--- config.mk ---
export PLATFORM = sky130hd
export DESIGN_NAME = mde_ctrl
export DESIGN_NICKNAME = d
export VERILOG_FILES = /design/src/hdl/mde_pkg.sv /design/src/hdl/mde_ctrl.sv
export VERILOG_INCLUDE_DIRS = /design/src /design/src/hdl
export SDC_FILE = /design/constraint.sdc
export NUM_CORES = 1
export LEC_CHECK = 0
export ABC_AREA = 0
export BUFFER_PORTS_ARGS = -buffer_cell sky130_fd_sc_hd__buf_2
export CAP_MARGIN = 20
export CORE_AREA = 2 2 53 55
export CTS_BUF_LIST = sky130_fd_sc_hd__clkbuf_16
export DETAILED_ROUTE_END_ITERATION = 7
export DIE_AREA = 0 0 55 57
export GPL_TIMING_DRIVEN = 0
export PLACE_DENSITY_LB_ADDON = 0.12
export SYNTH_ARGS = -nofsm -noshare
export SYNTH_HDL_FRONTEND = slang
export SYNTH_SLANG_ARGS = --single-unit
--- constraint.sdc ---
create_clock -name clk -period 2.1 [get_ports clk]
set_input_delay 0.105 -clock clk [delete_from_list [all_inputs] [get_ports clk]]
set_output_delay 0.105 -clock clk [all_outputs]
set_load 0.03 [all_outputs]
--- src/hdl/mandelbox_distance_estimator_assert.svh ---
// ----------------------------------------------------------------------------
// Assertion macros for the Mandelbox distance estimator
// Clock clk and reset arst_n are taken from the module that uses them.
// ----------------------------------------------------------------------------
`ifndef MANDELBOX_DISTANCE_ESTIMATOR_ASSERT_SVH
`define MANDELBOX_DISTANCE_ESTIMATOR_ASSERT_SVH

// same-cycle implication
`define MDE_ASSERT_IMP(lbl, a, c) \
	lbl: assert property (@(posedge clk) disable iff (!arst_n) (a) |-> (c)) \
		else $error("mde assertion failed");

// next-cycle implication
`define MDE_ASSERT_NXT(lbl, a, c) \
	lbl: assert property (@(posedge clk) disable iff (!arst_n) (a) |=> (c)) \
		else $error("mde assertion failed");

`endif

--- src/hdl/mde_pkg.sv ---
// ----------------------------------------------------------------------------
// mde_pkg
// Shared types and saturating helpers for the Mandelbox distance estimator.
// ----------------------------------------------------------------------------
package mde_pkg;

	localparam int CFG_W = 4;
	localparam logic [CFG_W-1:0] ITER_RESET = 4'd8;

	typedef enum logic [4:0] {
		DP_NOP,
		DP_LOAD,
		DP_FOLD,
		DP_SQ_START,
		DP_SQ_END,
		DP_FAC_SEL,
		DP_FAC_END,
		DP_SC1_START,
		DP_SC1_END,
		DP_SC2_START,
		DP_SC2_END,
		DP_LEN_END,
		DP_SQRT_START,
		DP_SQRT_END,
		DP_DDIV_START,
		DP_DDIV_END,
		DP_OUT
	} dp_op_t;

	typedef struct packed {
		dp_op_t     op;
		logic [1:0] lane;
	} dp_cmd_t;

	typedef struct packed {
		logic mul_done;
		logic div_done;
		logic sqrt_done;
		logic fac_need_div;
	} dp_sts_t;

	typedef enum logic [4:0] {
		ST_IDLE,
		ST_CHECK,
		ST_FOLD,
		ST_SQ,
		ST_SQ_WAIT,
		ST_FAC,
		ST_FAC_WAIT,
		ST_SC1,
		ST_SC1_WAIT,
		ST_SC2,
		ST_SC2_WAIT,
		ST_LEN,
		ST_LEN_WAIT,
		ST_SQRT,
		ST_SQRT_WAIT,
		ST_DDIV,
		ST_DDIV_WAIT,
		ST_OUTPUT
	} state_t;

	localparam logic signed [63:0] S64_MAX = 64'sh7FFF_FFFF_FFFF_FFFF;
	localparam logic signed [63:0] S64_MIN = 64'sh8000_0000_0000_0000;

	function automatic logic signed [63:0] sadd(input logic signed [63:0] a,
			input logic signed [63:0] b);
		logic [64:0] s;
		s = {a[63], a} + {b[63], b};
		if (s[64] != s[63])
			return s[64] ? S64_MIN : S64_MAX;
		return s[63:0];
	endfunction

	function automatic logic signed [63:0] ssub(input logic signed [63:0] a,
			input logic signed [63:0] b);
		logic [64:0] s;
		s = {a[63], a} - {b[63], b};
		if (s[64] != s[63])
			return s[64] ? S64_MIN : S64_MAX;
		return s[63:0];
	endfunction

	function automatic logic [63:0] mag(input logic signed [63:0] v);
		return v[63] ? (64'd0 - v) : v;
	endfunction

	function automatic logic signed [63:0] from_mag(input logic neg, input logic [127:0] m);
		if (neg)
			return (|m[127:63]) ? S64_MIN : (64'd0 - m[63:0]);
		return (|m[127:63]) ? S64_MAX : m[63:0];
	endfunction

endpackage

--- src/hdl/mde_ctrl.sv ---
// ----------------------------------------------------------------------------
// mde_ctrl
// Sequencer: iteration and lane counters, configuration register, handshake.
// ----------------------------------------------------------------------------
`include "mandelbox_distance_estimator_assert.svh"

module mde_ctrl #(
	parameter int MAX_ITERATIONS = 12
) (
	input  logic                        clk,
	input  logic                        arst_n,
	input  logic                        start,
	output logic                        busy,
	output logic                        done,
	input  logic                        cfg_we,
	input  logic [mde_pkg::CFG_W-1:0]   cfg_data,
	input  mde_pkg::dp_sts_t            sts,
	output mde_pkg::dp_cmd_t            cmd
);
	import mde_pkg::*;

	localparam int ITER_W = $clog2(MAX_ITERATIONS + 1);

	state_t state_q, state_d;
	logic [CFG_W-1:0]  iter_cfg_q;
	logic [ITER_W-1:0] it_q, it_d, n_q, n_d;
	logic [1:0]        lane_q, lane_d;
	logic              done_q, done_d;

	always_ff @(posedge clk or negedge arst_n) begin
		if (!arst_n) begin
			state_q    <= ST_IDLE;
			iter_cfg_q <= ITER_RESET;
			it_q       <= '0;
			n_q        <= '0;
			lane_q     <= '0;
			done_q     <= 1'b0;
		end else begin
			state_q <= state_d;
			it_q    <= it_d;
			n_q     <= n_d;
			lane_q  <= lane_d;
			done_q  <= done_d;
			if (cfg_we) iter_cfg_q <= cfg_data;
		end
	end

	always_comb begin
		state_d  = state_q;
		it_d     = it_q;
		n_d      = n_q;
		lane_d   = lane_q;
		done_d   = 1'b0;
		cmd.op   = DP_NOP;
		cmd.lane = lane_q;
		case (state_q)
			ST_IDLE: if (start) begin
				cmd.op  = DP_LOAD;
				it_d    = '0;
				n_d     = (32'(iter_cfg_q) > MAX_ITERATIONS) ? ITER_W'(MAX_ITERATIONS)
					: ITER_W'(iter_cfg_q);
				state_d = ST_CHECK;
			end
			ST_CHECK: begin
				lane_d  = '0;
				state_d = (it_q == n_q) ? ST_LEN : ST_FOLD;
			end
			ST_FOLD: begin
				cmd.op  = DP_FOLD;
				state_d = ST_SQ;
			end
			ST_SQ: begin
				cmd.op  = DP_SQ_START;
				state_d = ST_SQ_WAIT;
			end
			ST_SQ_WAIT: if (sts.mul_done) begin
				cmd.op = DP_SQ_END;
				if (lane_q == 2'd2) begin
					state_d = ST_FAC;
				end else begin
					lane_d  = lane_q + 2'd1;
					state_d = ST_SQ;
				end
			end
			ST_FAC: begin
				cmd.op  = DP_FAC_SEL;
				lane_d  = '0;
				state_d = sts.fac_need_div ? ST_FAC_WAIT : ST_SC1;
			end
			ST_FAC_WAIT: if (sts.div_done) begin
				cmd.op  = DP_FAC_END;
				state_d = ST_SC1;
			end
			ST_SC1: begin
				cmd.op  = DP_SC1_START;
				state_d = ST_SC1_WAIT;
			end
			ST_SC1_WAIT: if (sts.mul_done) begin
				cmd.op  = DP_SC1_END;
				state_d = ST_SC2;
			end
			ST_SC2: begin
				cmd.op  = DP_SC2_START;
				state_d = ST_SC2_WAIT;
			end
			ST_SC2_WAIT: if (sts.mul_done) begin
				cmd.op = DP_SC2_END;
				if (lane_q == 2'd3) begin
					it_d    = it_q + 1'b1;
					state_d = ST_CHECK;
				end else begin
					lane_d  = lane_q + 2'd1;
					state_d = ST_SC1;
				end
			end
			ST_LEN: begin
				cmd.op  = DP_SQ_START;
				state_d = ST_LEN_WAIT;
			end
			ST_LEN_WAIT: if (sts.mul_done) begin
				cmd.op = DP_LEN_END;
				if (lane_q == 2'd2) begin
					state_d = ST_SQRT;
				end else begin
					lane_d  = lane_q + 2'd1;
					state_d = ST_LEN;
				end
			end
			ST_SQRT: begin
				cmd.op  = DP_SQRT_START;
				state_d = ST_SQRT_WAIT;
			end
			ST_SQRT_WAIT: if (sts.sqrt_done) begin
				cmd.op  = DP_SQRT_END;
				state_d = ST_DDIV;
			end
			ST_DDIV: begin
				cmd.op  = DP_DDIV_START;
				state_d = ST_DDIV_WAIT;
			end
			ST_DDIV_WAIT: if (sts.div_done) begin
				cmd.op  = DP_DDIV_END;
				state_d = ST_OUTPUT;
			end
			ST_OUTPUT: begin
				cmd.op  = DP_OUT;
				done_d  = 1'b1;
				state_d = ST_IDLE;
			end
			default: state_d = ST_IDLE;
		endcase
	end

	assign busy = (state_q != ST_IDLE);
	assign done = done_q;

	`MDE_ASSERT_IMP(a_done_idle, done, !busy)
	`MDE_ASSERT_NXT(a_accept_busy, start && !busy, busy)
	`MDE_ASSERT_NXT(a_done_pulse, done, !done)
	`MDE_ASSERT_IMP(a_fold_in_range, state_q == ST_FOLD, it_q < n_q)

endmodule
**Word-level counts from Yosys, hierarchy flattened**

Index checks and enable logic that the tools add are counted.

- Order comparisons: 1
- Reductions and logical operators: 11
- Add/sub/neg operators: 2
- Muxes and demuxes: 34
- Eq/ne operators: 32

Operators by type and width:

| kind | number |
|---|---|
| 5-bit one-hot mux with 17 select lines | 1 |
| 5-bit one-hot mux with 16 select lines | 1 |
| 5-bit by 4-bit == test with 1-bit output (second input constant) | 8 |
| 4-bit two-way mux | 10 |
| 5-bit two-way mux | 8 |
| 2-bit inequality test (second input constant) | 11 |
| 5-bit by 3-bit == test with 1-bit output (second input constant) | 4 |
| 3-bit two-way mux | 5 |
| 5-bit by 2-bit == test with 1-bit output (second input constant) | 2 |
| 5-bit == test (second input constant) | 2 |
| 2-bit two-way mux | 4 |
| 4-bit one-hot mux with 2 select lines | 1 |
| 8-bit AND reduction | 1 |
| 2-bit one-hot mux with 3 select lines | 1 |
| 2-bit OR reduction | 3 |
| 5-bit by 1-bit == test with 1-bit output (second input constant) | 1 |
| 5-bit zero test | 1 |
| 5-bit AND reduction | 1 |
| 5-bit nonzero test | 1 |
| 4-bit by 1-bit adder with 4-bit output (second input constant) | 1 |
| 2-bit == test (second input constant) | 2 |
| 4-bit == test | 1 |
| 4-bit > comparator (second input constant) | 1 |
| 4-bit AND reduction | 1 |
| 6 further kinds | 8 |

- Register bits: 20

**Logic depth before layout (Yosys ltp)**

Gate-level depths: netlist of run 1.

- Word-level depth: 4
- Gate-level depth with buffers: 6
- Depth with buffers taken out: 6

**Worst setup path after synthesis of run 1**

OpenSTA, ideal clock, no wires.

- Path type: register -> output
- From: reg state_q[4]
- To: out cmd[4] (netlist bit)
- Arrival time: 2.078 ns
- Path slack: -0.083 ns
- Stages on the path, launching flop included: 6
- Cell sequence: dfrtp_1 -> buf_6 -> clkbuf_1 -> inv_1 -> nand2_1 -> o311ai_0

RTL lines:

| item | RTL line | text |
|---|---|---|
| start: declaration | mde_ctrl.sv:24 | `state_t state_q, state_d;` |
| start signal: assignment | mde_ctrl.sv:39 | `state_q <= state_d;` |
| end: declaration | mde_ctrl.sv:18 | `output mde_pkg::dp_cmd_t cmd` |

==> out/qor.txt, run 1 <==
status: finished clean
Setup Viol. Count Final: 0
Final Hold Viols: 0
die area: 0.00314 mm^2
launching point of the worst reg2reg path: lane_q[0]$_DFFE_PN0P_
Area growth, synth to finish: 21.4%
Data required, critical path: 2.00 ns
most frequent CP cell: buf_4
CTS sink count: 20
Worst Skew: 0.00166 ns
Max H-tree Level: 1
PwrDens: 1580 mW/mm^2
CP max stage delay: 0.35 ns
synthesized area per cell: 9.17 um^2
Layout fillers: 236
count leader, synth: dfrtp_1
Placed Area: 0.00151 mm^2
synth warn: 0
met1 Use GR: 36.5%
Worst-path clk slew: 0.05 ns
WL/cell: 16.2 um
clock network fraction of total power: 19.7%
CP endpoint kind: output pin
vias in the first global route: 1185
Non-Filler Instances: 206
CTS tree: done
Slew Limit Headroom: 66.1%
Buf/Inv on CP: 3
Reg power frac: 22.0%
M3 GR Usage: 5.24%
worst path arrival time: 1.92 ns
Post-synth top cells: 19 x dfrtp_1, 12 x o21ai_0, 11 x nand2_1, 8 x inv_1, 8 x or3_1
GR Overflow Total: 0
PortBufs: 19
hold_sp: cfg_data[3]
slew of the pin with the lowest slew margin: 0.509 ns
Slowest-stage cell, CP: dfrtp_1
WHS Endpoint: iter_cfg_q[3]$_DFFE_PN1P_
gr usage total: 23.8%
multi-input logic area: 797 um^2
final wirelength: 3.34 mm
total CTS buffers: 3
R2R depth: 5
Synth cell types: 47
FP Rows: 19
Synth Flop Type: dfrtp_1
starting density of the core: 52.6%
Top delay family on crit path: buffers and inverters
Post-synth EDFFs: 0
fin nets: 191
worst-path cell chain: buf_2 -> buf_4 -> nor4_4 -> nand2_2 -> o32a_1 -> o311ai_1 -> buf_4
initial antenna violation count: 0
io pins: 21
sequential area share after synthesis: 36.5%
detailed-route DRC error count: 0
ratio of cells with drive above 1 in the final layout: 28.0%
# Max-Cap Violations: 0
Clock Tree Root: clkbuf_16
gpl congestion: 0.918
DRT Pass-1 Iters: 4
vias: 1276
Clk Latency, worst-skew pair: 0.25 ns
met2 GRT Util: 34.4%
global-route wire length before repair: 5.55 mm
highest net fanout along the worst path: 10
ANT cells: 0
Net Switching: 1140 uW
FF+latch count, synth: 20
DIE HEIGHT: 57 um
Slew Limit Fails: 0
maximum VDD drop: 0.00118 V
antenna-violating nets left: 0
Starting DRT DRC Count: 74
Max Fclk: 493 MHz
mapped cell area: 0.00138 mm^2
Final TNS setup: 0 ns
FFs w/ async S/R, synth: 100%
syn nets: 165
Worst Hold Class: primary input to flip-flop
largest net degree at the start of global routing: 21
Sequential cell area: 503 um^2
area leader, netlist: dfrtp_1
vias per cell: 6.19
Design Area, Final: 0.00167 mm^2
largest buffer count on any clock path: 2
internal power: 1500 uW
global route hottest layer: met1
Final min period: 2.03 ns
Placed Instances: 200
worst hold path depth: 2
Sw Share: 43.1%
R2R Setup Slk: 0.23 ns
DP HPWL: 2.41 mm
CP Class: flip-flop to output pin
Pleak: 0.000736 uW
share of the synthesized area in the top cell type: 34.6%
RR Endpoint: lane_q[1]$_DFFE_PN0P_
power share of the combinational group: 58.3%
Die W: 55 um
Area contributors post-synth: dfrtp_1 35%, mux2_2 5.7%, o21ai_0 4.4%
period utilization: 96.5%
Core Region: 0.00262 mm^2
Worst setup SP type: flip-flop
Mapped Cells: 150
per-stage QoR:
step	total power, uW	worst slack (ns)	hold slack (ns)	util, %
3_5_place_dp	1990	0.217	0.0737	57.7
4_1_cts	2530	0.00360	0.0814	62.3
6_report	2640	0.0726	0.0842	63.8
3_3_place_gp	1970	0.241	0.0601	57.7
5_1_grt	2810	-0.0247	0.0874	63.8
2_1_floorplan	1650	0.122	-0.191	-
placed cells by master (no fill, tap or decap), drive strengths merged, types with 4 or more instances in the layout:
cell and count:
nand3 5, nand4 4, or3 8, nor2b 4, xnor2 5, o21ai 12
inv 8, mux2 7, a21oi 5, clkbuf 7, nor4 4, dfrtp 19
nand2 11, buf 27
power by group through the flow:
stage / Clock, uW / Sequential (uW) / Combinational (uW)
after floorplan: 0 / 602 / 1050
after global placement: 0 / 584 / 1380
after detailed placement: 0 / 590 / 1400
after CTS: 531 / 584 / 1420
after global routing: 543 / 597 / 1670
final: 518 / 581 / 1540
worst max-delay path by stage:
stage / start / end / slack (ns) / cells past startpoint
4_1_cts: state_q[0]$_DFFE_PN0P_ / cmd[4] / 0.004 / 7
2_1_floorplan: state_q[4]$_DFFE_PN0P_ / cmd[6] / 0.12 / 4
3_3_place_gp: state_q[0]$_DFFE_PN0P_ / cmd[4] / 0.24 / 7
6_report: state_q[0]$_DFFE_PN0P_ / cmd[4] / 0.07 / 7
3_5_place_dp: state_q[0]$_DFFE_PN0P_ / cmd[4] / 0.22 / 7
5_1_grt: state_q[0]$_DFFE_PN0P_ / cmd[2] / -0.02 / 7
sequential cells by signal (all words and copies together) (netlist names):
signal,cells
iter_cfg_q,4
state_q,5
n_q,4
done,1
it_q,4
lane_q,2
layer usage:
| layer | vias up | share of wire (%) | wire (um) |
|---|---|---|---|
| met3 | 6 | 7.8 | 261 |
| met2 | 62 | 46 | 1550 |
| met5 | - | 0 | 0 |
| met4 | 0 | 0.87 | 29 |
| met1 | 599 | 45 | 1500 |
| li1 | 609 | - | - |
logic make-up after synthesis:
| logic type | Yosys count | synth area share [%] |
|---|---|---|
| AOI/OAI and AO/OA | 36 | 18.5 |
| xor gates and xnor gates | 6 | 3.82 |
| buffers and inverters | 19 | 6.82 |
| muxes | 7 | 5.73 |
| DFF | 20 | 36.5 |
| and+or+nand+nor | 59 | 25.9 |
| adders and majority gates | 3 | 2.73 |
repair_timing:
action	4_1_cts	5_1_grt
gates resized for setup	1	16
hold endpoints to repair	19	0
hold buffers	1	0
endpoints found under the setup margin	3	4
buffers inserted	0	1
pin swaps	0	1
layout make-up:
class | instances | share of cell area, %
multi-input combinational | 111 | 47.8
sequential | 20 | 30.1
timing repair buffer | 21 | 7.35
clock buffer | 3 | 4.50
buffer | 11 | 4.35
tap | 31 | 2.32
clock inverter | 1 | 1.80
inverter | 8 | 1.80
Power figures use the tool's default switching activity.
==> run 2, diff against run 1 <==
--- a/config.mk
+++ b/config.mk
@@ -9,10 +9,10 @@
 export ABC_AREA = 0
 export BUFFER_PORTS_ARGS = -buffer_cell sky130_fd_sc_hd__buf_2
 export CAP_MARGIN = 20
-export CORE_AREA = 2 2 53 55
+export CORE_AREA = 2 2 71 73
 export CTS_BUF_LIST = sky130_fd_sc_hd__clkbuf_16
 export DETAILED_ROUTE_END_ITERATION = 7
-export DIE_AREA = 0 0 55 57
+export DIE_AREA = 0 0 73 75
 export GPL_TIMING_DRIVEN = 0
 export PLACE_DENSITY_LB_ADDON = 0.12
 export SYNTH_ARGS = -nofsm -noshare
==> run 2 against run 1 <==
Net effect:
- global-route usage down 9.4 points
- hold slack hardly changed
- critical endpoint is now cmd[3]
- maximum frequency increased by 0.19%
- highest routed layer unchanged
- wire length rose by 5.6%
- largest cell class unchanged
==> out/qor.txt, run 2 (synthesis results as in run 1) <==
final hold slack: 0.0847 ns (was 0.0842 ns)
most frequent CP cell: buf_2 (was buf_4)
CP max stage delay: 0.45 ns (was 0.35 ns)
Biggest register: state_q (unchanged)
slew of the pin with the lowest slew margin: 0.455 ns (was 0.509 ns)
Worst Hold Class: primary input to flip-flop (unchanged)
Core Util, Final: 35.5% (was 63.8%)
DRT Pass-1 Iters: 4 (unchanged)
vias: 1257 (was 1276)
starting density of the core: 29.5% (was 52.6%)
max reg flops: 5 (unchanged)
PortBufs: 19 (unchanged)
antenna-violating nets left: 0 (unchanged)
GR Overflow Total: 0 (unchanged)
Buf/Inv on CP: 3 (unchanged)
WL/cell: 15.5 um (was 16.2 um)
Final min period: 2.02 ns (was 2.03 ns)
fin worst setup slack: 0.0765 ns (was 0.0726 ns)
DP HPWL: 2.64 mm (was 2.41 mm)
FP Rows: 25 (was 19)
Starting DRT DRC Count: 126 (was 74)
die area: 0.00548 mm^2 (was 0.00314 mm^2)
Die W: 73 um (was 55 um)
maximum VDD drop: 0.000476 V (was 0.00118 V)
Final TNS setup: 0 ns (unchanged)
Worst-path clk slew: 0.06 ns (was 0.05 ns)
commonest cells after routing, fill and taps aside: 20 x buf_2, 18 x dfrtp_1, 12 x o21ai_0 (was 18 x buf_2, 18 x dfrtp_1, 12 x o21ai_0)
fin nets: 189 (was 191)
Slowest-stage cell, CP: dfrtp_2 (was dfrtp_1)
Setup Viol. Count Final: 0 (unchanged)
total CTS buffers: 3 (unchanged)
largest buffer count on any clock path: 2 (unchanged)
CP endpoint kind: output pin (unchanged)
Pleak: 0.000715 uW (was 0.000736 uW)
ratio of cells with drive above 1 in the final layout: 26.6% (was 28.0%)
Max H-tree Level: 1 (unchanged)
Slew Limit Fails: 0 (unchanged)
RSZ-0062 raised after global routing: yes
Max Fclk: 494 MHz (was 493 MHz)
largest net degree at the start of global routing: 21 (unchanged)
CP Class: flip-flop to output pin (unchanged)
most common cell after layout, fill and taps aside: buf_2
vias in the first global route: 1199 (was 1185)
gr usage total: 14.4% (was 23.8%)
pre-CTS WS: 0.218 ns (was 0.217 ns)
CTS tree: done (unchanged)
Final Hold Viols: 0 (unchanged)
gpl congestion: 0.892 (was 0.918)
worst-path cell chain: buf_4 -> buf_2 -> or3_1 -> a21o_1 -> o221ai_1 -> buf_2 (was buf_2 -> buf_4 -> nor4_4 -> nand2_2 -> o32a_1 -> o311ai_1 -> buf_4)
highest net fanout along the worst path: 10 (unchanged)
Worst setup SP type: flip-flop (unchanged)
final wirelength: 3.53 mm (was 3.34 mm)
Core Region: 0.00466 mm^2 (was 0.00262 mm^2)
Slew Limit Headroom: 69.3% (was 66.1%)
Clk Latency, worst-skew pair: 0.25 ns (about the same)
PwrDens: 1490 mW/mm^2 (was 1580 mW/mm^2)
# Max-Cap Violations: 0 (unchanged)
ANT cells: 0 (unchanged)
io pins: 21 (unchanged)
Area growth, synth to finish: 20.2% (was 21.4%)
Layout fillers: 484 (was 236)
period utilization: 96.4% (was 96.5%)
vias per cell: 5.54 (was 6.19)
global-route wire length before repair: 5.98 mm (was 5.55 mm)
CTS sink count: 20 (unchanged)
DIE HEIGHT: 75 um (was 57 um)
status: finished clean (unchanged)
detailed-route DRC error count: 0 (unchanged)
worst path arrival time: 1.92 ns (about the same)
initial antenna violation count: 0 (unchanged)
Clock Tree Root: clkbuf_16 (unchanged)
R2R Setup Slk: 0.21 ns (was 0.23 ns)
Worst Skew: 0.00168 ns (was 0.00166 ns)
Top delay family on crit path: buffers and inverters (unchanged)
Data required, critical path: 2.00 ns (about the same)
==> run 2: report_power, final <==
group / switching [uW] / internal (uW) / total, uW / leakage (uW)
Clock: 139 / 254 / 392 / 0.0000385
Combinational: 893 / 593 / 1490 / 0.000425
Sequential: 84.4 / 501 / 586 / 0.000252
Total: 1120 / 1350 / 2460 / 0.000715
==> run 2: layout make-up <==
cell class | count | area, um^2 | share of cell area (%)
buffer | 10 | 66.3 | 4.01
tap | 54 | 67.6 | 4.09
inverter | 8 | 30.0 | 1.82
multi-input combinational | 111 | 795 | 48.1
timing repair buffer | 20 | 113 | 6.81
sequential | 20 | 503 | 30.4
clock buffer | 3 | 75.1 | 4.54
clock inverter | 1 | 3.75 | 0.227
==> run 2: metrics by stage <==
step / total power (uW) / instance area (um^2) / std cells
floorplan: 1650 / 1380 / 150
global placement: 1980 / 1540 / 223
detailed placement: 1990 / 1540 / 223
CTS: 2410 / 1630 / 228
global route: 2660 / 1650 / 227
finish: 2460 / 1650 / 227
==> run 2: path summary, 6_finish.rpt <==
kind                       cells past startpoint                         to                    from
setup / recovery                               6                     cmd[3]  state_q[2]$_DFFE_PN0P_
hold / removal                                 2  iter_cfg_q[0]$_DFFE_PN0P_             cfg_data[0]
setup reg to reg                               5      lane_q[1]$_DFFE_PN0P_   lane_q[0]$_DFFE_PN0P_
hold reg to reg                                2         n_q[1]$_DFFE_PN0P_      n_q[1]$_DFFE_PN0P_
max in group asynchronous                      2     state_q[2]$_DFFE_PN0P_                  arst_n
min in group asynchronous                      2      lane_q[0]$_DFFE_PN0P_                  arst_n
==> run 2: repair_timing <==
| item | 4_1_cts | 5_1_grt |
|---|---|---|
| hold buffers | 1 | 0 |
| resized for setup | 1 | 13 |
| endpoints found under the hold margin | 19 | 0 |
| endpoints found under the setup margin | 3 | 5 |
| pin swaps | 0 | 0 |
| gates cloned | 0 | 0 |
| buffers inserted | 0 | 0 |
==> run 2: routing by layer <==
| metal | GRT usage [%] | wire, um | vias to the layer above |
|---|---|---|---|
| met3 | 2.95 | 174 | 6 |
| met4 | 5.76 | 62 | 0 |
| met2 | 23.8 | 1680 | 39 |
| li1 | - | - | 607 |
| met5 | 0 | 0 | - |
| met1 | 18.5 | 1610 | 605 |
==> run 2: worst reg2reg max path, cell delays in order (launching register included) <==
cell and delay, ns:
dfrtp_1 0.40, ha_1 0.23, and3b_1 0.25, a221o_1 0.40, o32ai_2 0.14, mux2_2 0.37
==> run 3, diff against run 2 <==
--- a/config.mk
+++ b/config.mk
@@ -13,7 +13,7 @@
 export CTS_BUF_LIST = sky130_fd_sc_hd__clkbuf_16
 export DETAILED_ROUTE_END_ITERATION = 7
 export DIE_AREA = 0 0 73 75
-export GPL_TIMING_DRIVEN = 0
+export GPL_TIMING_DRIVEN = 1
 export PLACE_DENSITY_LB_ADDON = 0.12
 export SYNTH_ARGS = -nofsm -noshare
 export SYNTH_HDL_FRONTEND = slang
==> run 3 against run 2 <==
Net effect:
- via count shrank 2.6%
- global-route usage shrank 0.54 points
- count of clock-buffer cells in the layout is the same
- maximum frequency grew 0.63%
- clock skew grew 0.0014 ns
- die area is the same
- core utilization grew 0.51 points
- worst setup slack gained 0.013 ns
- hold slack lost 0.0020 ns
- clock power grew 34%
- cell count shrank 0.44%
- sequential share of layout area shrank 0.21 points
- largest power group unchanged
==> out/qor.txt, run 3 (synthesis results as in run 1) <==
CTS sink count: 20 (unchanged)
Die W: 73 um (unchanged)
DP HPWL: 2.61 mm (was 2.64 mm)
multi-input logic area: 795 um^2 (unchanged)
WL/cell: 15.1 um (was 15.5 um)
most frequent CP cell: buf_4 (was buf_2)
total CTS buffers: 3 (unchanged)
Slowest-stage cell, CP: dfrtp_2 (unchanged)
DRT Pass-1 Iters: 4 (unchanged)
worst path arrival time: 1.91 ns (was 1.92 ns)
CP Class: flip-flop to output pin (unchanged)
final wirelength: 3.42 mm (was 3.53 mm)
GR Overflow Total: 0 (unchanged)
Pleak: 0.000724 uW (was 0.000715 uW)
total power draw: 2560 uW (was 2460 uW)
PwrDens: 1530 mW/mm^2 (was 1490 mW/mm^2)
io pins: 21 (unchanged)
slew of the pin with the lowest slew margin: 0.468 ns (was 0.455 ns)
Buf/Inv on CP: 3 (unchanged)
FP Rows: 25 (unchanged)
Data required, critical path: 2.00 ns (about the same)
Sequential cell area: 507 um^2 (was 503 um^2)
Max H-tree Level: 1 (unchanged)
Worst setup SP type: flip-flop (unchanged)
Worst Skew: 0.00305 ns (was 0.00168 ns)
setup bufs post-CTS: 0 (unchanged)
CP max stage delay: 0.48 ns (was 0.45 ns)
ANT cells: 0 (unchanged)
Layout fillers: 477 (was 484)
initial antenna violation count: 0 (unchanged)
largest buffer count on any clock path: 2 (unchanged)
fin nets: 188 (was 189)
status: finished clean (unchanged)
Worst-path clk slew: 0.06 ns (about the same)
Placed Area: 0.00154 mm^2 (about the same)
Core Region: 0.00466 mm^2 (unchanged)
# Max-Cap Violations: 0 (unchanged)
Final min period: 2.01 ns (was 2.02 ns)
commonest cells after routing, fill and taps aside: 19 x buf_2, 15 x dfrtp_1, 12 x o21ai_0 (was 20 x buf_2, 18 x dfrtp_1, 12 x o21ai_0)
global-route wire length before repair: 5.84 mm (was 5.98 mm)
CTS tree: done (unchanged)
PortBufs: 20 (was 19)
vias: 1224 (was 1257)
period utilization: 95.8% (was 96.4%)
vias per cell: 5.42 (was 5.54)
ratio of cells with drive above 1 in the final layout: 29.1% (was 26.6%)
Clock Tree Root: clkbuf_16 (unchanged)
vias in the first global route: 1240 (was 1199)
Biggest register: state_q (unchanged)
largest net degree at the start of global routing: 21 (unchanged)
detailed-route DRC error count: 0 (unchanged)
Clk Latency, worst-skew pair: 0.25 ns (about the same)
maximum VDD drop: 0.000446 V (was 0.000476 V)
gr usage total: 13.9% (was 14.4%)
Setup Viol. Count Final: 0 (unchanged)
Area growth, synth to finish: 21.9% (was 20.2%)
antenna-violating nets left: 0 (unchanged)
worst-path cell chain: buf_4 -> buf_4 -> or3_1 -> a21o_1 -> o211ai_1 -> buf_2 (was buf_4 -> buf_2 -> or3_1 -> a21o_1 -> o221ai_1 -> buf_2)
Max Fclk: 497 MHz (was 494 MHz)
gpl congestion: 0.887 (was 0.892)
CP endpoint kind: output pin (unchanged)
starting density of the core: 29.5% (unchanged)
DIE HEIGHT: 75 um (unchanged)
Final Hold Viols: 0 (unchanged)
Worst Hold Class: primary input to flip-flop (unchanged)
Slew Limit Headroom: 68.8% (was 69.3%)
highest net fanout along the worst path: 11 (was 10)
Top delay family on crit path: buffers and inverters (unchanged)
die area: 0.00548 mm^2 (unchanged)
Slew Limit Fails: 0 (unchanged)
Starting DRT DRC Count: 58 (was 126)
most common cell after layout, fill and taps aside: buf_2 (unchanged)
Design Area, Final: 0.00168 mm^2 (was 0.00165 mm^2)
max reg flops: 5 (unchanged)
## run 3: changes by cell type in the layout (fill, tap and decap cells not counted), sizes merged
cell / previous run / this run
bufinv: 0 / 1
clkinv: 1 / 0
buf: 27 / 28
clkbuf: 5 / 3
## run 3: worst paths after layout
path	startpoint	slack (ns)	cells past startpoint	end
setup / recovery	state_q[2]$_DFFE_PN0P_	0.09	6	cmd[2]
hold / removal	cfg_data[1]	0.08	2	iter_cfg_q[1]$_DFFE_PN0P_
setup reg to reg	lane_q[0]$_DFFE_PN0P_	0.23	5	lane_q[1]$_DFFE_PN0P_
hold reg to reg	n_q[0]$_DFFE_PN0P_	0.50	2	n_q[0]$_DFFE_PN0P_
max in group asynchronous	arst_n	1.41	2	state_q[0]$_DFFE_PN0P_
min in group asynchronous	arst_n	0.34	2	lane_q[1]$_DFFE_PN0P_
## run 3: metrics by stage
stage / hold WS [ns] / std cells / TNS (ns) / setup WS [ns] / utilization [%]
after global placement: 0.0907 / 221 / 0 / 0.238 / 33.0
after CTS: 0.0762 / 226 / 0 / 0.0403 / 35.5
after global routing: 0.0774 / 226 / -0.0491 / -0.0221 / 36.0
after detailed placement: 0.100 / 221 / 0 / 0.223 / 33.0
after floorplan: -0.191 / 150 / 0 / 0.122 / -
final: 0.0827 / 226 / 0 / 0.0891 / 36.0
## run 3: report_power, final
part	internal, uW	switching (uW)	leakage [uW]
sequential	507	179	0.000249
clock	378	146	0.0000511
combinational	571	777	0.000424
total	1460	1100	0.000724
## run 3: routing by layer
layer | GRT usage [%] | wire length [um] | vias up
li1 | - | - | 602
met1 | 18.3 | 1560 | 583
met2 | 22.9 | 1650 | 33
met3 | 1.74 | 149 | 6
met4 | 5.97 | 65 | 0
met5 | 0 | 0 | -
## run 3: area by class of cell
cell class	instances	share of cell area, %
timing repair buffer	29	10.3
inverter	8	1.79
tap	54	4.03
clock inverter	1	1.79
clock buffer	3	4.48
multi-input combinational	111	47.4
sequential	20	30.2
## run 3: timing repair
item                                    4_1_cts  5_1_grt
pin swaps                                     0        0
gates resized for setup                       1        6
hold buffers                                  1        0
cloned                                        0        0
endpoints found under the setup margin        3        4
hold endpoints to repair                     19        0
